## src/elra_pkg.sv

```systemverilog
// ----------------------------------------------------------------------------
// elra_pkg
// Shared constants, register codes and types of the LED ring animator.
// ----------------------------------------------------------------------------
package elra_pkg;

   localparam int LED_COUNT  = 16;
   localparam int RING_W     = $clog2(LED_COUNT);
   localparam int MASK_W     = 16;
   localparam int PERIOD_W   = 10;
   localparam int QUIET_W    = 8;
   localparam int TAIL_W     = 5;
   localparam int STEP_W     = 6;
   localparam int CSR_IDX_W  = 3;
   localparam int CSR_DATA_W = 10;

   // Signed width that holds period +/- step without overflow.
   localparam int SUM_W = PERIOD_W + 2;

   localparam logic [PERIOD_W-1:0] RUNNER_PERIOD_RST = PERIOD_W'(80);
   localparam logic [PERIOD_W-1:0] TAIL_PERIOD_RST   = PERIOD_W'(60);
   localparam logic [PERIOD_W-1:0] ELAPSED_MAX       = {PERIOD_W{1'b1}};
   localparam logic [QUIET_W-1:0]  QUIET_MAX         = {QUIET_W{1'b1}};

   localparam logic [TAIL_W-1:0]   TAIL_LENGTH_RST   = TAIL_W'(4);
   localparam logic [QUIET_W-1:0]  DEBOUNCE_RST      = QUIET_W'(10);
   localparam logic [STEP_W-1:0]   PERIOD_STEP_RST   = STEP_W'(5);
   localparam logic [PERIOD_W-1:0] PERIOD_MIN_RST    = PERIOD_W'(10);
   localparam logic [PERIOD_W-1:0] PERIOD_MAX_RST    = PERIOD_W'(400);

   typedef enum logic [CSR_IDX_W-1:0] {
      CSR_DIRECTION   = 3'd0,
      CSR_TAIL_LENGTH = 3'd1,
      CSR_DEBOUNCE_MS = 3'd2,
      CSR_PERIOD_STEP = 3'd3,
      CSR_PERIOD_MIN  = 3'd4,
      CSR_PERIOD_MAX  = 3'd5
   } csr_index_type;

   typedef struct packed {
      logic                direction;
      logic [TAIL_W-1:0]   tail_length;
      logic [QUIET_W-1:0]  debounce_ms;
      logic [STEP_W-1:0]   period_step;
      logic [PERIOD_W-1:0] period_min;
      logic [PERIOD_W-1:0] period_max;
   } cfg_type;

   typedef struct packed {
      logic [PERIOD_W-1:0] runner_period;
      logic [PERIOD_W-1:0] tail_period;
      logic                changed;
   } speed_type;

   typedef struct packed {
      logic [MASK_W-1:0] led_mask;
      logic              written;
   } anim_type;

endpackage

```

## src/elra_req_if.sv

```systemverilog
// ----------------------------------------------------------------------------
// elra_req_if
// Input channel: one word per millisecond tick with encoder and button samples.
// ----------------------------------------------------------------------------
interface elra_req_if;
   logic valid;
   logic ready;
   logic enc_a;
   logic enc_b;
   logic button_n;

   modport source (output valid, output enc_a, output enc_b, output button_n,
                   input ready);
   modport sink   (input valid, input enc_a, input enc_b, input button_n,
                   output ready);
endinterface

```

## src/elra_rsp_if.sv

```systemverilog
// ----------------------------------------------------------------------------
// elra_rsp_if
// Result channel: LED mask, mode and periods after each tick.
// ----------------------------------------------------------------------------
interface elra_rsp_if;
   logic                          valid;
   logic                          ready;
   logic [elra_pkg::MASK_W-1:0]   led_mask;
   logic                          mask_written;
   logic                          tail_mode;
   logic [elra_pkg::PERIOD_W-1:0] runner_period;
   logic [elra_pkg::PERIOD_W-1:0] tail_period;
   logic                          speed_changed;

   modport source (output valid, output led_mask, output mask_written,
                   output tail_mode, output runner_period, output tail_period,
                   output speed_changed, input ready);
   modport sink   (input valid, input led_mask, input mask_written,
                   input tail_mode, input runner_period, input tail_period,
                   input speed_changed, output ready);
endinterface

```

## src/elra_speed.sv

```systemverilog
// ----------------------------------------------------------------------------
// elra_speed
// Encoder step detection and clamped update of both animation periods.
// ----------------------------------------------------------------------------
module elra_speed (
   input  logic                clock,
   input  logic                reset,
   input  logic                advance,
   input  logic                enc_a,
   input  logic                enc_b,
   input  elra_pkg::cfg_type   cfg,
   output elra_pkg::speed_type speed
);

   logic                          prev_a_ff, prev_a_in;
   logic [elra_pkg::PERIOD_W-1:0] runner_ff, runner_in;
   logic [elra_pkg::PERIOD_W-1:0] tail_ff, tail_in;

   function automatic logic [elra_pkg::PERIOD_W-1:0] clamp_period(
      input logic signed [elra_pkg::SUM_W-1:0] v,
      input logic [elra_pkg::PERIOD_W-1:0]     pmin,
      input logic [elra_pkg::PERIOD_W-1:0]     pmax
   );
      logic signed [elra_pkg::SUM_W-1:0] smin;
      logic signed [elra_pkg::SUM_W-1:0] smax;
      logic [elra_pkg::PERIOD_W-1:0]     r;
      smin = $signed({2'b00, pmin});
      smax = $signed({2'b00, pmax});
      if (v < smin) begin
         r = pmin;
      end else if (v > smax) begin
         r = pmax;
      end else begin
         r = v[elra_pkg::PERIOD_W-1:0];
      end
      return r;
   endfunction

   logic                              step;
   logic signed [elra_pkg::SUM_W-1:0] change;

   always_comb begin
      step   = (enc_a != prev_a_ff);
      // clockwise (A == B) shortens the periods
      change = (enc_a == enc_b) ?  $signed({6'b0, cfg.period_step})
                                : -$signed({6'b0, cfg.period_step});
      prev_a_in = prev_a_ff;
      runner_in = runner_ff;
      tail_in   = tail_ff;
      if (step) begin
         prev_a_in = enc_a;
         runner_in = clamp_period($signed({2'b00, runner_ff}) - change,
                                  cfg.period_min, cfg.period_max);
         tail_in   = clamp_period($signed({2'b00, tail_ff}) - change,
                                  cfg.period_min, cfg.period_max);
      end
      speed.runner_period = runner_in;
      speed.tail_period   = tail_in;
      speed.changed       = step;
   end

   always_ff @(posedge clock) begin
      if (reset) begin
         prev_a_ff <= 1'b1;
         runner_ff <= elra_pkg::RUNNER_PERIOD_RST;
         tail_ff   <= elra_pkg::TAIL_PERIOD_RST;
      end else if (advance) begin
         prev_a_ff <= prev_a_in;
         runner_ff <= runner_in;
         tail_ff   <= tail_in;
      end
   end

endmodule

```

## src/elra_button.sv

```systemverilog
// ----------------------------------------------------------------------------
// elra_button
// Button debounce and mode toggle on each accepted press.
// ----------------------------------------------------------------------------
module elra_button (
   input  logic              clock,
   input  logic              reset,
   input  logic              advance,
   input  logic              button_n,
   input  elra_pkg::cfg_type cfg,
   output logic              mode_next
);

   logic                         pressed_ff, pressed_in;
   logic [elra_pkg::QUIET_W-1:0] quiet_ff, quiet_in;
   logic                         mode_ff, mode_in;

   logic                         pressed_now;
   logic [elra_pkg::QUIET_W-1:0] q;

   always_comb begin
      pressed_now = ~button_n;
      q = (quiet_ff != elra_pkg::QUIET_MAX) ? quiet_ff + 1'b1 : elra_pkg::QUIET_MAX;
      pressed_in = pressed_ff;
      mode_in    = mode_ff;
      quiet_in   = q;
      if ((pressed_now != pressed_ff) && (q > cfg.debounce_ms)) begin
         pressed_in = pressed_now;
         quiet_in   = '0;
         if (pressed_now) begin
            mode_in = ~mode_ff;
         end
      end
      mode_next = mode_in;
   end

   always_ff @(posedge clock) begin
      if (reset) begin
         pressed_ff <= 1'b0;
         quiet_ff   <= elra_pkg::QUIET_MAX;
         mode_ff    <= 1'b0;
      end else if (advance) begin
         pressed_ff <= pressed_in;
         quiet_ff   <= quiet_in;
         mode_ff    <= mode_in;
      end
   end

endmodule

```

## src/elra_anim.sv

```systemverilog
// ----------------------------------------------------------------------------
// elra_anim
// Elapsed counters, ring positions and LED mask generation.
// ----------------------------------------------------------------------------
module elra_anim (
   input  logic                clock,
   input  logic                reset,
   input  logic                advance,
   input  logic                mode,
   input  elra_pkg::speed_type speed,
   input  elra_pkg::cfg_type   cfg,
   output elra_pkg::anim_type  anim
);

   logic [elra_pkg::PERIOD_W-1:0] run_el_ff, run_el_in;
   logic [elra_pkg::PERIOD_W-1:0] tail_el_ff, tail_el_in;
   logic [elra_pkg::RING_W-1:0]   run_idx_ff, run_idx_in;
   logic [elra_pkg::RING_W-1:0]   head_ff, head_in;
   logic [elra_pkg::MASK_W-1:0]   mask_ff, mask_in;

   function automatic logic [elra_pkg::RING_W-1:0] ring_advance(
      input logic [elra_pkg::RING_W-1:0] pos,
      input logic                        dir
   );
      logic [elra_pkg::RING_W-1:0] r;
      if (dir) begin
         r = (pos == '0) ? elra_pkg::RING_W'(elra_pkg::LED_COUNT - 1) : pos - 1'b1;
      end else begin
         r = (pos == elra_pkg::RING_W'(elra_pkg::LED_COUNT - 1)) ? '0 : pos + 1'b1;
      end
      return r;
   endfunction

   function automatic logic [elra_pkg::MASK_W-1:0] bit_of(
      input logic [elra_pkg::RING_W-1:0] pos
   );
      logic [elra_pkg::MASK_W-1:0] r;
      r = '0;
      if (int'(pos) < elra_pkg::MASK_W) begin
         r = elra_pkg::MASK_W'(1) << pos;
      end
      return r;
   endfunction

   // LED p is lit when its ring distance behind the head is below tail_length.
   function automatic logic [elra_pkg::MASK_W-1:0] tail_mask(
      input logic [elra_pkg::RING_W-1:0] head,
      input logic                        dir,
      input logic [elra_pkg::TAIL_W-1:0] len
   );
      logic [elra_pkg::MASK_W-1:0] r;
      logic [elra_pkg::RING_W:0]   d;
      logic [elra_pkg::RING_W:0]   pe;
      logic [elra_pkg::RING_W:0]   he;
      r  = '0;
      he = {1'b0, head};
      for (int p = 0; p < elra_pkg::MASK_W; p++) begin
         pe = (elra_pkg::RING_W+1)'(p);
         d  = dir ? (pe - he) : (he - pe);
         if (d[elra_pkg::RING_W]) begin
            d = d + (elra_pkg::RING_W+1)'(elra_pkg::LED_COUNT);
         end
         if ((p < elra_pkg::LED_COUNT) && (int'(d) < int'(len))) begin
            r[p] = 1'b1;
         end
      end
      return r;
   endfunction

   logic [elra_pkg::PERIOD_W-1:0] run_inc;
   logic [elra_pkg::PERIOD_W-1:0] tail_inc;
   logic [elra_pkg::RING_W-1:0]   run_adv;
   logic [elra_pkg::RING_W-1:0]   head_adv;
   logic                          written;

   always_comb begin
      run_inc  = (run_el_ff  != elra_pkg::ELAPSED_MAX) ? run_el_ff  + 1'b1 : run_el_ff;
      tail_inc = (tail_el_ff != elra_pkg::ELAPSED_MAX) ? tail_el_ff + 1'b1 : tail_el_ff;
      run_adv  = ring_advance(run_idx_ff, cfg.direction);
      head_adv = ring_advance(head_ff, cfg.direction);
      run_el_in  = run_inc;
      tail_el_in = tail_inc;
      run_idx_in = run_idx_ff;
      head_in    = head_ff;
      mask_in    = mask_ff;
      written    = 1'b0;
      if (!mode) begin
         if (run_inc >= speed.runner_period) begin
            run_el_in  = '0;
            run_idx_in = run_adv;
            mask_in    = bit_of(run_adv);
            written    = 1'b1;
         end
      end else begin
         if (tail_inc >= speed.tail_period) begin
            tail_el_in = '0;
            head_in    = head_adv;
            mask_in    = tail_mask(head_adv, cfg.direction, cfg.tail_length);
            written    = 1'b1;
         end
      end
      anim.led_mask = mask_in;
      anim.written  = written;
   end

   always_ff @(posedge clock) begin
      if (reset) begin
         run_el_ff  <= '0;
         tail_el_ff <= '0;
         run_idx_ff <= '0;
         head_ff    <= '0;
         mask_ff    <= elra_pkg::MASK_W'(1);
      end else if (advance) begin
         run_el_ff  <= run_el_in;
         tail_el_ff <= tail_el_in;
         run_idx_ff <= run_idx_in;
         head_ff    <= head_in;
         mask_ff    <= mask_in;
      end
   end

endmodule

```

## src/encoder_led_ring_animator_unit.sv

```systemverilog
// ----------------------------------------------------------------------------
// encoder_led_ring_animator_unit
// Rotary encoder speed control and LED ring runner/tail animation.
// ----------------------------------------------------------------------------
// Usage:
//  - req_chan carries one word per millisecond tick: encoder A/B samples and
//    the active-low button level. rsp_chan returns exactly one word per tick:
//    LED mask, mask-written flag, mode, both periods and speed-changed flag.
//  - Six settings are written through csr_wr_en / csr_index / csr_wdata while
//    the unit is idle; they take effect on the next tick.
//  - Datapath: input register -> one pass of encoder, debounce and animation
//    logic -> result register. All tick state updates as a word moves from
//    the input register into the result register.
//  - Words go input register -> result register. Throughput: one word per
//    clock while rsp_chan keeps taking words, set by the single update pass.
//  - Stall: if rsp_chan is held off, the result register keeps its word and
//    the input register can still take one more word; req_chan.ready drops
//    only when both are full and the result is not being taken.
//  - Reset (synchronous, active high) empties both registers, restores the
//    default settings, periods 80/60 ms, runner mode and LED 0 lit.
// ----------------------------------------------------------------------------
module encoder_led_ring_animator_unit (
   input  logic                            clock,
   input  logic                            reset,
   elra_req_if.sink                        req_chan,
   elra_rsp_if.source                      rsp_chan,
   input  logic                            csr_wr_en,
   input  logic [elra_pkg::CSR_IDX_W-1:0]  csr_index,
   input  logic [elra_pkg::CSR_DATA_W-1:0] csr_wdata
);

   // settings
   elra_pkg::cfg_type cfg_ff, cfg_in;

   always_comb begin
      cfg_in = cfg_ff;
      if (csr_wr_en) begin
         case (elra_pkg::csr_index_type'(csr_index))
            elra_pkg::CSR_DIRECTION:   cfg_in.direction   = csr_wdata[0];
            elra_pkg::CSR_TAIL_LENGTH: cfg_in.tail_length = csr_wdata[elra_pkg::TAIL_W-1:0];
            elra_pkg::CSR_DEBOUNCE_MS: cfg_in.debounce_ms = csr_wdata[elra_pkg::QUIET_W-1:0];
            elra_pkg::CSR_PERIOD_STEP: cfg_in.period_step = csr_wdata[elra_pkg::STEP_W-1:0];
            elra_pkg::CSR_PERIOD_MIN:  cfg_in.period_min  = csr_wdata[elra_pkg::PERIOD_W-1:0];
            elra_pkg::CSR_PERIOD_MAX:  cfg_in.period_max  = csr_wdata[elra_pkg::PERIOD_W-1:0];
            default: ;  // unknown index: ignored
         endcase
      end
   end

   always_ff @(posedge clock) begin
      if (reset) begin
         cfg_ff.direction   <= 1'b0;
         cfg_ff.tail_length <= elra_pkg::TAIL_LENGTH_RST;
         cfg_ff.debounce_ms <= elra_pkg::DEBOUNCE_RST;
         cfg_ff.period_step <= elra_pkg::PERIOD_STEP_RST;
         cfg_ff.period_min  <= elra_pkg::PERIOD_MIN_RST;
         cfg_ff.period_max  <= elra_pkg::PERIOD_MAX_RST;
      end else begin
         cfg_ff <= cfg_in;
      end
   end

   // input register
   logic in_valid_ff, in_valid_in;
   logic enc_a_ff, enc_b_ff, button_n_ff;
   logic out_valid_ff, out_valid_in;
   logic advance;   // word moves from input register to result register
   logic req_fire;

   assign advance        = in_valid_ff & (~out_valid_ff | rsp_chan.ready);
   assign req_chan.ready = ~in_valid_ff | advance;
   assign req_fire       = req_chan.valid & req_chan.ready;
   assign in_valid_in    = req_fire | (in_valid_ff & ~advance);
   assign out_valid_in   = advance | (out_valid_ff & ~rsp_chan.ready);

   always_ff @(posedge clock) begin
      if (reset) begin
         in_valid_ff  <= 1'b0;
         out_valid_ff <= 1'b0;
      end else begin
         in_valid_ff  <= in_valid_in;
         out_valid_ff <= out_valid_in;
      end
   end

   always_ff @(posedge clock) begin
      if (req_fire) begin
         enc_a_ff    <= req_chan.enc_a;
         enc_b_ff    <= req_chan.enc_b;
         button_n_ff <= req_chan.button_n;
      end
   end

   // tick update: encoder first, then button, then animation
   elra_pkg::speed_type speed;
   elra_pkg::anim_type  anim;
   logic                mode_next;

   elra_speed u_speed (
      .clock   (clock),
      .reset   (reset),
      .advance (advance),
      .enc_a   (enc_a_ff),
      .enc_b   (enc_b_ff),
      .cfg     (cfg_ff),
      .speed   (speed)
   );

   elra_button u_button (
      .clock     (clock),
      .reset     (reset),
      .advance   (advance),
      .button_n  (button_n_ff),
      .cfg       (cfg_ff),
      .mode_next (mode_next)
   );

   elra_anim u_anim (
      .clock   (clock),
      .reset   (reset),
      .advance (advance),
      .mode    (mode_next),
      .speed   (speed),
      .cfg     (cfg_ff),
      .anim    (anim)
   );

   // result register
   logic [elra_pkg::MASK_W-1:0]   led_mask_ff;
   logic                          written_ff;
   logic                          mode_ff;
   logic [elra_pkg::PERIOD_W-1:0] runner_period_ff;
   logic [elra_pkg::PERIOD_W-1:0] tail_period_ff;
   logic                          changed_ff;

   always_ff @(posedge clock) begin
      if (advance) begin
         led_mask_ff      <= anim.led_mask;
         written_ff       <= anim.written;
         mode_ff          <= mode_next;
         runner_period_ff <= speed.runner_period;
         tail_period_ff   <= speed.tail_period;
         changed_ff       <= speed.changed;
      end
   end

   assign rsp_chan.valid         = out_valid_ff;
   assign rsp_chan.led_mask      = led_mask_ff;
   assign rsp_chan.mask_written  = written_ff;
   assign rsp_chan.tail_mode     = mode_ff;
   assign rsp_chan.runner_period = runner_period_ff;
   assign rsp_chan.tail_period   = tail_period_ff;
   assign rsp_chan.speed_changed = changed_ff;

endmodule

```

## src/flat_wrapper.sv

```systemverilog
// flat-port wrapper written by rule: the top's interface ports become plain ports
module encoder_led_ring_animator_unit_flat 
  (clock, reset, csr_wr_en, csr_index, csr_wdata, req_chan_valid, req_chan_enc_a, req_chan_enc_b, req_chan_button_n, req_chan_ready, rsp_chan_valid, rsp_chan_led_mask, rsp_chan_mask_written, rsp_chan_tail_mode, rsp_chan_runner_period, rsp_chan_tail_period, rsp_chan_speed_changed, rsp_chan_ready);
  elra_req_if req_chan_i ();
  elra_rsp_if rsp_chan_i ();
  input  logic clock;
  input  logic reset;
  input  logic csr_wr_en;
  input  logic [elra_pkg::CSR_IDX_W-1:0] csr_index;
  input  logic [elra_pkg::CSR_DATA_W-1:0] csr_wdata;
  input wire logic [$bits(req_chan_i.valid)-1:0] req_chan_valid;
  input wire logic [$bits(req_chan_i.enc_a)-1:0] req_chan_enc_a;
  input wire logic [$bits(req_chan_i.enc_b)-1:0] req_chan_enc_b;
  input wire logic [$bits(req_chan_i.button_n)-1:0] req_chan_button_n;
  output wire logic [$bits(req_chan_i.ready)-1:0] req_chan_ready;
  output wire logic [$bits(rsp_chan_i.valid)-1:0] rsp_chan_valid;
  output wire logic [$bits(rsp_chan_i.led_mask)-1:0] rsp_chan_led_mask;
  output wire logic [$bits(rsp_chan_i.mask_written)-1:0] rsp_chan_mask_written;
  output wire logic [$bits(rsp_chan_i.tail_mode)-1:0] rsp_chan_tail_mode;
  output wire logic [$bits(rsp_chan_i.runner_period)-1:0] rsp_chan_runner_period;
  output wire logic [$bits(rsp_chan_i.tail_period)-1:0] rsp_chan_tail_period;
  output wire logic [$bits(rsp_chan_i.speed_changed)-1:0] rsp_chan_speed_changed;
  input wire logic [$bits(rsp_chan_i.ready)-1:0] rsp_chan_ready;
  assign req_chan_i.valid = req_chan_valid;
  assign req_chan_i.enc_a = req_chan_enc_a;
  assign req_chan_i.enc_b = req_chan_enc_b;
  assign req_chan_i.button_n = req_chan_button_n;
  assign req_chan_ready = req_chan_i.ready;
  assign rsp_chan_valid = rsp_chan_i.valid;
  assign rsp_chan_led_mask = rsp_chan_i.led_mask;
  assign rsp_chan_mask_written = rsp_chan_i.mask_written;
  assign rsp_chan_tail_mode = rsp_chan_i.tail_mode;
  assign rsp_chan_runner_period = rsp_chan_i.runner_period;
  assign rsp_chan_tail_period = rsp_chan_i.tail_period;
  assign rsp_chan_speed_changed = rsp_chan_i.speed_changed;
  assign rsp_chan_i.ready = rsp_chan_ready;
  encoder_led_ring_animator_unit u_core (.clock(clock), .reset(reset), .req_chan(req_chan_i), .rsp_chan(rsp_chan_i), .csr_wr_en(csr_wr_en), .csr_index(csr_index), .csr_wdata(csr_wdata));
endmodule
```

## config.mk

```make
export PLATFORM = sky130hd
export DESIGN_NAME = encoder_led_ring_animator_unit_flat
export DESIGN_NICKNAME = d
export VERILOG_FILES = /design/src/elra_pkg.sv /design/src/elra_req_if.sv /design/src/elra_rsp_if.sv /design/src/elra_speed.sv /design/src/elra_button.sv /design/src/elra_anim.sv /design/src/encoder_led_ring_animator_unit.sv /design/src/flat_wrapper.sv
export SDC_FILE = /design/constraint.sdc
export NUM_CORES = 1
export LEC_CHECK = 0
export BUFFER_PORTS_ARGS = -buffer_cell sky130_fd_sc_hd__buf_2
export CAP_MARGIN = 25
export CORE_ASPECT_RATIO = 1.2
export CORE_MARGIN = 3
export CORE_UTILIZATION = 55
export CTS_CLUSTER_SIZE = 24
export DETAILED_ROUTE_END_ITERATION = 8
export PLACE_DENSITY_LB_ADDON = 0.08
export SYNTH_ARGS = -nofsm -noshare
export SYNTH_HDL_FRONTEND = slang
export SYNTH_SLANG_ARGS = --single-unit
```

## constraint.sdc

```tcl
create_clock -name clock -period 6.4 [get_ports clock]
set_input_delay 0 -clock clock [delete_from_list [all_inputs] [get_ports clock]]
set_output_delay 0 -clock clock [all_outputs]
set_load 0.01 [all_outputs]
```

== Yosys cells after proc, flatten, opt, wreduce, memory -nomap -nowiden ==
Cells that the tools add are included.
Widths: inputs -> output; s select.
Storage, ports and cells
  flip-flop bits (word level): 159
  bits of input ports: 21
  logic and storage cells: 260
Operators by class
  $add $sub $neg: 57
  reductions and logical operators: 14
  shift-type cells: 1
  equality and inequality tests: 13
  bitwise operators: 15
  order comparisons: 23
  multiplexer cells: 109
Operator list (number)
  $mux 5: 64
  $mux 10: 12
  $add 5x5->5 const B: 16
  $lt 5x5->1: 16
  $mux 16: 3
  $sub 4x4->5 const A: 8
  $sub 4x4->5 const B: 8
  $gt 12x11->1: 2
  $lt 12x11->1: 2
  $mux 4: 6
  $sub 11x12->12: 2
  $mux 1: 21
  $add 10x1->10 const B: 2
  $ge 10x10->1: 2
  $ne 10x10->1 const B: 2
  $sub 3x4->5 const A: 4
  $sub 4x3->5 const B: 4
  $mux 8: 2
  $reduce_and 2->1: 8
  $shl 1x4->16 const A: 1
  $mux 12: 1
  $neg 6->12: 1
  $sub 1x4->5 const A: 2
  $sub 2x4->5 const A: 2
  other kinds (20): 41

== Longest topological paths before layout ==
Gate-level depths: netlist of run 1.
  word-level depth: 14
  mapped depth: 36

== Modules after synthesis ==
From an unflattened synthesis of run 1, not the netlist that was laid out.
Unflattened totals
  cells, all modules: 1497
  area, all modules: 12659.6 um^2
By module, submodules not included
  elra_anim: instances 1, area each 4847.1 um^2, cells an instance 658, seq. area each 880.8 um^2
  elra_speed: instances 1, area each 3990.1 um^2, cells an instance 530, seq. area each 420.4 um^2
  encoder_led_ring_animator_unit: instances 1, area each 3027.9 um^2, cells an instance 211, seq. area each 2102.0 um^2
  elra_button: instances 1, area each 794.5 um^2, cells an instance 98, seq. area each 200.2 um^2

== Worst setup path after synthesis of run 1 ==
No wires, ideal clock.
  path kind: reg2reg
  start point: reg u_core.enc_a_ff
  end point: reg u_core.u_anim.mask_ff[1] (netlist name)
  stages on the path, launching flop included: 35
  library setup time: 0.115 ns
  data arrival time: 6.961 ns
  path slack: -0.675 ns
  cell sequence: edfxtp_1 -> xnor2_1 -> buf_6 -> nor2_1 -> xnor2_1 -> ha_1 -> nor2b_1 -> or2_2 -> a31oi_1 -> nand3_1 -> maj3_1 -> a21o_1 -> xnor2_1 -> ha_1 -> a21oi_1 -> nand2_1 -> o31ai_1 -> nand2_1 -> or3_1 -> o2111a_2 -> buf_4 -> mux2i_1 -> a21oi_1 -> ha_1 -> nand2b_1 -> a21oi_1 -> nor2b_1 -> o21ai_0 -> a211o_1 -> a21oi_1 -> nand3_1 -> and2_1 -> clkbuf_1 -> a211o_1 -> o21a_1
RTL lines
  start: declaration: line encoder_led_ring_animator_unit.sv:65  | logic enc_a_ff, enc_b_ff, button_n_ff;
  start signal: assignment: line encoder_led_ring_animator_unit.sv:88  | enc_a_ff <= req_chan.enc_a;
  end signal: assignment: line elra_anim.sv:112  | mask_ff <= elra_pkg::MASK_W'(1);
  end signal: assignment: line elra_anim.sv:118  | mask_ff <= mask_in;
  end: declaration: line elra_anim.sv:19  | logic [elra_pkg::MASK_W-1:0] mask_ff, mask_in;

==> results of run 1 <==
[metrics by stage]
step           total power, uW  setup WS [ns]  TNS (ns)  cells
2_1_floorplan             2058        -0.1414    -2.182   1381
3_3_place_gp              2615        -0.6026    -25.50   1797
3_5_place_dp              2637        -0.7232    -33.04   1798
4_1_cts                   4014        -0.3659    -13.82   1888
5_1_grt                   4360        -0.7481    -37.69   1902
6_report                  4155        -0.4757    -20.30   1902
[repair_timing]
item / in CTS / in global routing
hold buffers: 17 / 1
setup buffers: 42 / 17
cloned: 2 / 0
endpoints found under the hold margin: 44 / 7
resized for setup: 133 / 70
pin swaps: 105 / 58
setup endpoints to repair: 61 / 62
[final timing paths]
| path | startpoint | to |
|---|---|---|
| setup / recovery | u_core.enc_a_ff$_DFFE_PP_ | u_core.u_anim.mask_ff[5]$_SDFFE_PP0P_ |
| hold / removal | csr_wr_en | u_core.cfg_ff[39]$_SDFFE_PP0P_ |
| setup reg to reg | u_core.enc_a_ff$_DFFE_PP_ | u_core.u_anim.mask_ff[5]$_SDFFE_PP0P_ |
| hold reg to reg | u_core.cfg_ff[30]$_SDFFE_PP0P_ | u_core.cfg_ff[30]$_SDFFE_PP0P_ |
[logic make-up (layout without fill, tap and decap cells)]
logic type | count (synthesis) | after routing | synth area share
AOI/OAI and AO/OA | 373 | 374 | 0.2162
adders and majority gates | 133 | 133 | 0.1452
buffers and inverters | 152 | 407 | 0.05207
and+or+nand+nor | 455 | 455 | 0.1821
xor gates and xnor gates | 56 | 56 | 0.04270
DFF | 159 | 159 | 0.3137
muxes | 53 | 53 | 0.04793
[cells in the mapped netlist, types with 6 or more instances]
master	count	share of area
nand2_1	151	0.049
nor2_1	146	0.048
ha_1	126	0.14
a21oi_1	121	0.053
dfxtp_1	117	0.20
inv_1	88	0.029
clkbuf_1	47	0.015
edfxtp_1	42	0.11
mux2i_1	37	0.032
nand3_1	37	0.016
xnor2_1	37	0.028
a21o_1	36	0.024
o21a_1	32	0.021
o21ai_0	32	0.014
nor3_1	22	0.0096
a31oi_1	20	0.011
xor2_1	19	0.014
a211o_1	17	0.013
mux2_2	16	0.016
nand4_1	15	0.0082
nor2b_1	15	0.0082
o21ai_1	13	0.0057
a22o_1	12	0.0092
nand2b_1	11	0.0060
a211oi_1	10	0.0065
buf_1	10	0.0033
a311oi_1	9	0.0069
and3_1	9	0.0049
a221o_1	8	0.0070
nand3b_1	8	0.0052
o31ai_1	8	0.0052
a22oi_1	7	0.0046
o21bai_1	7	0.0046
or3_1	7	0.0038
and2_1	6	0.0033
o211ai_1	6	0.0039
[per-layer routing]
layer / global-route usage / wire length (um) / vias up
met5: 0 / 0 / -
met2: 0.5542 / 18000 / 382
met4: 0.1995 / 2395 / 0
li1: - / - / 5458
met1: 0.3675 / 14160 / 5277
met3: 0.03983 / 1503 / 121
[power by group through the flow]
stage	clock, uW	sequential, uW	combinational (uW)
5_1_grt	1120	1150	2090
3_5_place_dp	0	1160	1470
2_1_floorplan	0	1160	897
6_report	1070	1150	1940
4_1_cts	1090	1140	1790
3_3_place_gp	0	1160	1450
[worst max-delay path: cells and delay by family, from the launching register on]
kind / cells / cell delay, ns
compound gates: 20 / 3.50
fa+ha+maj: 4 / 1.06
buf+inv: 5 / 0.68
xor+xnor: 2 / 0.47
simple gates: 4 / 0.44
flops: 1 / 0.41
mux: 1 / 0.23
[cell type report]
type | instances | area (um^2) | area share
flip-flops and latches | 159 | 3603 | 0.2333
clock buffers | 18 | 429.2 | 0.02779
repair buffers | 285 | 2197 | 0.1423
inverters | 90 | 339.1 | 0.02196
multi-input cells | 1071 | 8351 | 0.5408
clock inverters | 14 | 191.4 | 0.01240
well taps | 265 | 331.6 | 0.02147
==> run_results.csv, run 1 <==
group,metric,value,unit
status,status,"finished with violations",
status,violations,"negative setup slack",
routing,antenna_left,0,
worst_setup_path,cp_max_fo,6,
power,ir_drop,0.2116,mV
worst_setup_path,reg2regPathDepth,36,
clock_network,root_buffer,"clkbuf_16",
routing,vias,11238,
timing,drv_slew,0,
logic_synthesis,ys_warn_count,0,
clock_network,cts_tree,"built",
layout,final_cell_mix,"buf_4, nand2_1, nor2_1, dfxtp_1, ha_1",
logic_synthesis,avgSynthCellArea,8.317,um^2
layout,layout_commonest_cell,"buf_4",
place,dp_hpwl,25840,um
worst_setup_path,arrival,7.21,ns
layout,area_growth,34.44,%
global_routing,antenna_found_initial,0,
logic_synthesis,seq_area_frac_synth,0.3137,
layout,n_fill_cell,1508,
place,io_buffers,61,
power,p_clk_frac,0.257,
timing,fin_crit_sh,1.074,
power,switching_share,0.3544,
timing,holdWs,0.03478,ns
global_routing,grt_max_degree,104,
floorplanning,io_pins,62,
logic_synthesis,synth_seq_cells,159,
routing,dr.first_iter.drc_count,907,
power,p_leak,0.006680,uW
layout,stdcell_area,15440,um^2
power,cell_internal_pwr,2683,uW
logic_synthesis,syn-num-nets,1530,
timing,worst_pin_slew,1.082,ns
routing,routed_wl,36060,um
logic_synthesis,ys.flop_type,"dfxtp_1",
routing,viasPerCell,5.909,
logic_synthesis,synthDistinctLibCells,79,
min_path,hold_class,"input pin to flop",
timing,hold_viol,0,
routing,wl_per_cell,18.96,um
layout,fin_util,0.7571,
power,power_density,269.1,nW/um^2
floorplanning,fp.dieW,137.9,um
power,switchingPower,1473,uW
layout,largest_register_ffs,40,
worst_setup_path,r2r_slack,-0.48,ns
power,pwr-share-seq,0.276,
worst_setup_path,path_class,"flop to flop",
worst_setup_path,required,6.73,ns
timing,finalCriticalPeriod,6.876,ns
logic_synthesis,synth_edf_count,42,
floorplanning,start_util,0.5631,
logic_synthesis,syn_area,11490,um^2
timing,rsz0062_at_grt,"yes",
floorplanning,rows,57,
layout,layout-drive-gt1-share,0.2914,
timing,maxSlewHeadroom,0.2788,
power,power_frac_comb,0.467,
floorplanning,core,20400,um^2
routing,route.detailed.drc,0,
timing,setup_viol_count_final,61,
clock_network,clock_path_buffers,2,
clock_network,clock_latency,0.43,ns
layout,nets,1773,
floorplanning,die_area,22660,um^2
global_routing,grt.total_usage,0.3188,
worst_setup_path,slowest_stage,"edfxtp_1",
layout,largest-register,"u_core.cfg_ff",
flow_run,cap_violations,0,
worst_setup_path,cp_common_cell,"a21o_1",
timing,finClkSkew,0.01892,ns
routing,drtPass1Iterations,5,
place,globalplace.congestion,0.9660,
logic_synthesis,async_flop_share,0,
global_routing,gr-total-overflow,0,
worst_setup_path,cp_slowest_stage_delay,0.41,ns
place,place_area,13190,um^2
worst_setup_path,critPathCaptureType,"flop",
clock_network,cts_buffers,17,
floorplanning,fp.dieH,164.3,um
logic_synthesis,syn_inst,1381,
timing,max_freq,145.4,MHz
min_path,whs_path_depth,5,
timing,worst_slack,-0.4757,ns
global_routing,grt_pass1_vias,11014,
clock_network,path_clk_slew,0.07,ns
layout,antennaDiodeCount,0,
clock_network,h-tree-depth,4,
clock_network,clkSinkCount,159,
global_routing,grt_pass1_wl,56280,um
worst_setup_path,critPathLaunchType,"flop",
No activity file was read; power rests on OpenSTA's default activity.
==> run 2, diff against run 1 <==
--- a/config.mk
+++ b/config.mk
@@ -13,6 +13,7 @@
 export CTS_CLUSTER_SIZE = 24
 export DETAILED_ROUTE_END_ITERATION = 8
 export PLACE_DENSITY_LB_ADDON = 0.08
+export REMOVE_ABC_BUFFERS = 1
 export SYNTH_ARGS = -nofsm -noshare
 export SYNTH_HDL_FRONTEND = slang
 export SYNTH_SLANG_ARGS = --single-unit
==> run_results.csv, run 2 (synthesis gave the netlist of run 1 again) <==
group,metric,value,unit
status,status,"finished with violations",
status,violations,"negative setup slack",
clock_network,clkSinkCount,159,
layout,layout-drive-gt1-share,0.2906,
clock_network,cts_tree,"built",
place,place_worst_setup_slack,-1.187,ns
timing,maxSlewHeadroom,0.3770,
flow_run,cap_violations,0,
clock_network,root_buffer,"clkbuf_16",
layout,area_growth,33.59,%
worst_setup_path,critPathLaunchType,"flop",
worst_setup_path,timing.rr.start,"u_core.enc_a_ff$_DFFE_PP_",
place,dp_hpwl,25270,um
place,io_buffers,61,
worst_setup_path,arrival,7.46,ns
timing,max_freq,140.4,MHz
worst_setup_path,cp_common_cell,"a21o_1",
timing,drv_slew,0,
power,ir_drop,0.1847,mV
routing,vias,11477,
worst_setup_path,reg2regPathDepth,36,
routing,antenna_left,0,
timing,worst_pin_slew,0.9228,ns
floorplanning,io_pins,62,
clock_network,path_clk_slew,0.07,ns
worst_setup_path,critPathCaptureType,"flop",
routing,dr.first_iter.drc_count,865,
layout,antennaDiodeCount,0,
clock_network,clock_path_buffers,2,
worst_setup_path,crit_end,"u_core.u_anim.mask_ff[9]$_SDFFE_PP0P_",
timing,tns,-36.71,ns
worst_setup_path,slowest_stage,"edfxtp_1",
worst_setup_path,r2r_slack,-0.72,ns
min_path,hold_class,"input pin to flop",
routing,routed_wl,37200,um
global_routing,grt.total_usage,0.3261,
place,globalplace.congestion,0.9549,
routing,drtPass1Iterations,5,
min_path,whs_path_depth,2,
global_routing,antenna_found_initial,0,
floorplanning,start_util,0.5631,
global_routing,grt_pass1_vias,11383,
global_routing,gr-total-overflow,0,
clock_network,clock_latency,0.43,ns
floorplanning,rows,57,
global_routing,grt_max_degree,64,
worst_setup_path,cp_slowest_stage_delay,0.44,ns
timing,finClkSkew,0.01442,ns
layout,largest_register_ffs,40,
worst_setup_path,r2r_end,"u_core.u_anim.mask_ff[9]$_SDFFE_PP0P_",
timing,finalCriticalPeriod,7.125,ns
floorplanning,fp.dieW,137.9,um
routing,route.detailed.drc,0,
floorplanning,die_area,22660,um^2
worst_setup_path,crit_path_start,"u_core.enc_a_ff$_DFFE_PP_",
floorplanning,core,20400,um^2
timing,setup_viol_count_final,61,
timing,fin_crit_sh,1.113,
routing,wl_per_cell,19.55,um
timing,worst_slack,-0.7247,ns
worst_setup_path,required,6.73,ns
worst_setup_path,path_class,"flop to flop",
layout,largest-register,"u_core.cfg_ff",
timing,rsz0062_at_grt,"yes",
layout,nets,1774,
power,power_density,264.1,nW/um^2
clock_network,cts_buffers,17,
layout,final_cell_mix,"buf_4, nand2_1, nor2_1, ha_1, dfxtp_1",
clock_network,h-tree-depth,4,
floorplanning,fp.dieH,164.3,um
timing,hold_viol,0,
global_routing,grt_pass1_wl,57750,um
layout,layout_commonest_cell,"buf_4",
power,p_leak,0.006659,uW
routing,viasPerCell,6.031,
worst_setup_path,cp_max_fo,7,
layout,fin_util,0.7523,
-- run 2: changes by cell type in the layout (fill, tap and decap cells not counted), moves of 5 or more --
cell and delta:
nand3_1 -5, a21oi_4 -5, a21oi_1 -5, a21oi_2 +10
nand3_2 +5, buf_6 -10
-- run 2: power by group --
group | switching, uW | internal, uW | leakage [uW] | total (uW)
clock network | 481 | 599 | 0.000304 | 1080
registers | 41.6 | 1100 | 0.00135 | 1140
logic | 915 | 916 | 0.00501 | 1830
-- run 2: layout make-up --
cell class              instances  area (um^2)
fillers                      1493         5052
multi-input cells            1073         8223
clock inverters                15        193.9
clock buffers                  17        425.4
repair buffers                284         2228
well taps                     265        331.6
inverters                      90        339.1
flip-flops and latches        159         3603
-- run 2: critical path: cells and delay by family (launching register included) --
kind | cells | cell delay [ns]
AO/OA/AOI/OAI | 18 | 3.28
buffers and inverters | 5 | 0.68
adder cells (fa/ha/maj) | 4 | 1.19
AND/OR/NAND/NOR | 5 | 0.70
multiplexers | 2 | 0.39
flip-flops | 1 | 0.44
XOR/XNOR | 2 | 0.32
-- run 2: worst min-delay path by stage --
stage,slack (ns),from,endpoint
finish,0.03,reset,u_core.u_anim.run_el_ff[4]$_SDFFE_PP0P_
global route,0.03,reset,u_core.cfg_ff[38]$_SDFFE_PP0P_
CTS,0.004,reset,u_core.cfg_ff[38]$_SDFFE_PP0P_
detailed placement,0.20,req_chan_button_n,u_core.button_n_ff$_DFFE_PP_
global placement,0.20,req_chan_button_n,u_core.button_n_ff$_DFFE_PP_
floorplan,0.07,reset,u_core.cfg_ff[0]$_SDFFE_PP0P_
-- run 2: stage by stage --
step	total power [uW]	cell area (um^2)	instances	hold slack, ns
after floorplan	1989	11230	1319	0.06907
after global placement	2562	13080	1805	0.1968
after detailed placement	2592	13080	1805	0.2022
after CTS	3919	15000	1889	0.004165
after global routing	4250	15340	1903	0.03073
final	4052	15340	1903	0.02793
-- run 2: per-layer routing --
metal	GRT usage	vias up	wire length, um
met3	0.05760	149	2091
li1	-	5458	-
met5	0	-	0
met2	0.5735	418	18610
met1	0.3724	5452	14290
met4	0.1748	0	2210
-- run 2: repair_timing --
| item | CTS | global route |
|---|---|---|
| hold endpoints to repair | 43 | 0 |
| setup endpoints to repair | 61 | 61 |
| hold buffers | 17 | 0 |
| cloned | 6 | 0 |
| setup buffers | 31 | 11 |
| pin swaps | 91 | 24 |
| resized for setup | 172 | 41 |
==> run 3, diff against run 2 <==
--- a/config.mk
+++ b/config.mk
@@ -7,9 +7,11 @@
 export LEC_CHECK = 0
 export BUFFER_PORTS_ARGS = -buffer_cell sky130_fd_sc_hd__buf_2
 export CAP_MARGIN = 25
+export CELL_PAD_IN_SITES_DETAIL_PLACEMENT = 1
+export CELL_PAD_IN_SITES_GLOBAL_PLACEMENT = 1
 export CORE_ASPECT_RATIO = 1.2
-export CORE_MARGIN = 3
-export CORE_UTILIZATION = 55
+export CORE_MARGIN = 2
+export CORE_UTILIZATION = 43
 export CTS_CLUSTER_SIZE = 24
 export DETAILED_ROUTE_END_ITERATION = 8
 export PLACE_DENSITY_LB_ADDON = 0.08
==> run_results.csv, run 3 (synthesis gave the netlist of run 1 again) <==
group,metric,value,unit
worst_setup_path,r2r_slack,-0.88,ns
global_routing,gr-total-overflow,0,
clock_network,h-tree-depth,4,
place,globalplace.congestion,0.9172,
power,ir_drop,0.2010,mV
worst_setup_path,reg2regPathDepth,37,
min_path,whs_path_depth,5,
power,cell_internal_pwr,2772,uW
timing,max_freq,137.4,MHz
worst_setup_path,slowest_stage,"edfxtp_1",
flow_run,cap_violations,0,
layout,nets,1785,
timing,holdWs,0.02910,ns
floorplanning,fp.dieH,183.0,um
timing,fin_crit_sh,1.137,
timing,rsz0062_at_grt,"yes",
clock_network,clock_latency,0.45,ns
place,io_buffers,61,
global_routing,antenna_found_initial,0,
layout,largest-register,"u_core.cfg_ff",
routing,dr.first_iter.drc_count,649,
floorplanning,fp.dieW,153.2,um
place,dp.cells,1886,
floorplanning,start_util,0.4372,
min_path,hold_class,"input pin to flop",
floorplanning,die_area,28040,um^2
timing,finClkSkew,0.01661,ns
clock_network,cts_buffers,17,
routing,viasPerCell,5.868,
layout,layout_commonest_cell,"buf_4",
clock_network,clock_path_buffers,2,
layout,antennaDiodeCount,0,
layout,regArea,3605,um^2
timing,drv_slew,0,
layout,multiInputGateArea,8558,um^2
floorplanning,core,26270,um^2
worst_setup_path,timing.rr.start,"u_core.enc_a_ff$_DFFE_PP_",
status,status,"finished with violations",
power,p_clk_frac,0.255,
worst_setup_path,cp_max_fo,7,
floorplanning,rows,65,
routing,drtPass1Iterations,5,
place,dp_hpwl,28680,um
worst_setup_path,arrival,7.59,ns
worst_setup_path,critPathBufInv,7,
worst_setup_path,cp_common_cell,"buf_4",
worst_setup_path,cp_slowest_stage_delay,0.44,ns
power,power_density,274.4,nW/um^2
timing,finalCriticalPeriod,7.277,ns
global_routing,grt_pass1_wl,66230,um
timing,worst_pin_slew,1.235,ns
layout,largest_register_ffs,40,
worst_setup_path,path_class,"flop to flop",
layout,final_cell_mix,"buf_4, nand2_1, nor2_1, dfxtp_1, ha_1",
timing,maxSlewHeadroom,0.1696,
global_routing,grt_max_degree,73,
routing,wl_per_cell,22.30,um
power,pwr-share-seq,0.263,
clock_network,cts_tree,"built",
worst_setup_path,required,6.71,ns
routing,antenna_left,0,
timing,worst_slack,-0.8766,ns
worst_setup_path,crit_path_start,"u_core.enc_a_ff$_DFFE_PP_",
worst_setup_path,critPathLaunchType,"flop",
layout,layout-drive-gt1-share,0.3172,
status,violations,"negative setup slack",
clock_network,path_clk_slew,0.06,ns
layout,area_growth,38.30,%
worst_setup_path,crit_cells,37,
clock_network,root_buffer,"clkbuf_16",
worst_setup_path,crit_end,"u_core.u_anim.run_el_ff[4]$_SDFFE_PP0P_",
clock_network,clkSinkCount,159,
layout,n_fill_cell,3057,
power,switchingPower,1586,uW
worst_setup_path,r2r_end,"u_core.u_anim.run_el_ff[4]$_SDFFE_PP0P_",
routing,routed_wl,44250,um
layout,stdcell_count,1984,
timing,hold_viol,0,
power,power_frac_comb,0.482,
global_routing,grt_pass1_vias,12087,
timing,setup_viol_count_final,61,
layout,fin_util,0.6047,
power,switching_share,0.3640,
routing,route.detailed.drc,0,
routing,vias,11643,
power,p_leak,0.006819,uW
worst_setup_path,critical_path.top_delay_family,"compound AO/OA/AOI/OAI gates",
global_routing,grt.total_usage,0.2976,
floorplanning,io_pins,62,
worst_setup_path,critPathCaptureType,"flop",
run 3: cell count changes in the layout (fill, tap and decap cells not counted), moves of 6 or more:
| cell | change |
|---|---|
| buf_6 | +8 |
| buf_4 | +7 |
| mux2_2 | -6 |
| mux2_4 | +6 |
| ha_4 | +10 |
| a21oi_1 | -7 |
| nor2_1 | -7 |
| a21oi_4 | +6 |
| ha_1 | -11 |
| mux2i_1 | +6 |
run 3: metal layers:
metal / track usage / vias to the layer above / share of wire
met1: 0.3422 / 5800 / 0.40
li1: - / 5461 / -
met2: 0.5475 / 264 / 0.52
met5: 0 / - / 0
met4: 0.1404 / 0 / 0.052
met3: 0.03568 / 118 / 0.029
run 3: power groups by stage:
| stage | Clock, uW | Combinational [uW] | Sequential (uW) |
|---|---|---|---|
| final | 1110 | 2100 | 1140 |
| after global routing | 1160 | 2240 | 1150 |
| after floorplan | 0 | 826 | 1160 |
| after global placement | 0 | 1550 | 1160 |
| after detailed placement | 0 | 1590 | 1160 |
| after CTS | 1120 | 1870 | 1140 |
run 3: how the worst min path moves through the flow:
stage                     slack, ns                              to              start
after floorplan                0.07   u_core.cfg_ff[0]$_SDFFE_PP0P_              reset
after global placement         0.18    u_core.button_n_ff$_DFFE_PP_  req_chan_button_n
after detailed placement       0.18    u_core.button_n_ff$_DFFE_PP_  req_chan_button_n
after CTS                      0.04  u_core.cfg_ff[39]$_SDFFE_PP0P_       csr_index[1]
after global routing           0.05  u_core.cfg_ff[39]$_SDFFE_PP0P_       csr_index[1]
final                          0.03  u_core.cfg_ff[39]$_SDFFE_PP0P_       csr_index[1]
run 3: worst min-delay path: cells and delay by family:
family | cells | cell delay [ns]
AOI/OAI and AO/OA | 1 | 0.06
and+or+nand+nor | 3 | 0.25
buffers and inverters | 1 | 0.12
run 3: what timing repair did:
item,CTS,global route
setup endpoints to repair,61,61
endpoints found under the hold margin,61,0
pin swaps,121,97
hold buffers,17,0
gates cloned,2,0
buffers inserted,37,21
gates resized for setup,183,105
run 3: through the flow:
step                      power (uW)  cell area, um^2  worst slack, ns  setup TNS (ns)
after global routing            4546            15890           -1.134          -60.52
final                           4358            15890          -0.8766          -46.40
after CTS                       4135            15260          -0.4363          -21.61
after detailed placement        2754            13270           -1.135          -54.01
after floorplan                 1989            11230           -1.136          -47.27
after global placement          2706            13270          -0.8597          -39.84
run 3: cell type report:
type | count | share of cell area
multi-input cells | 1070 | 0.5388
flip-flops and latches | 159 | 0.2269
repair buffers | 298 | 0.1476
clock buffers | 19 | 0.02725
well taps | 335 | 0.02639
inverters | 90 | 0.02135
clock inverters | 13 | 0.01174
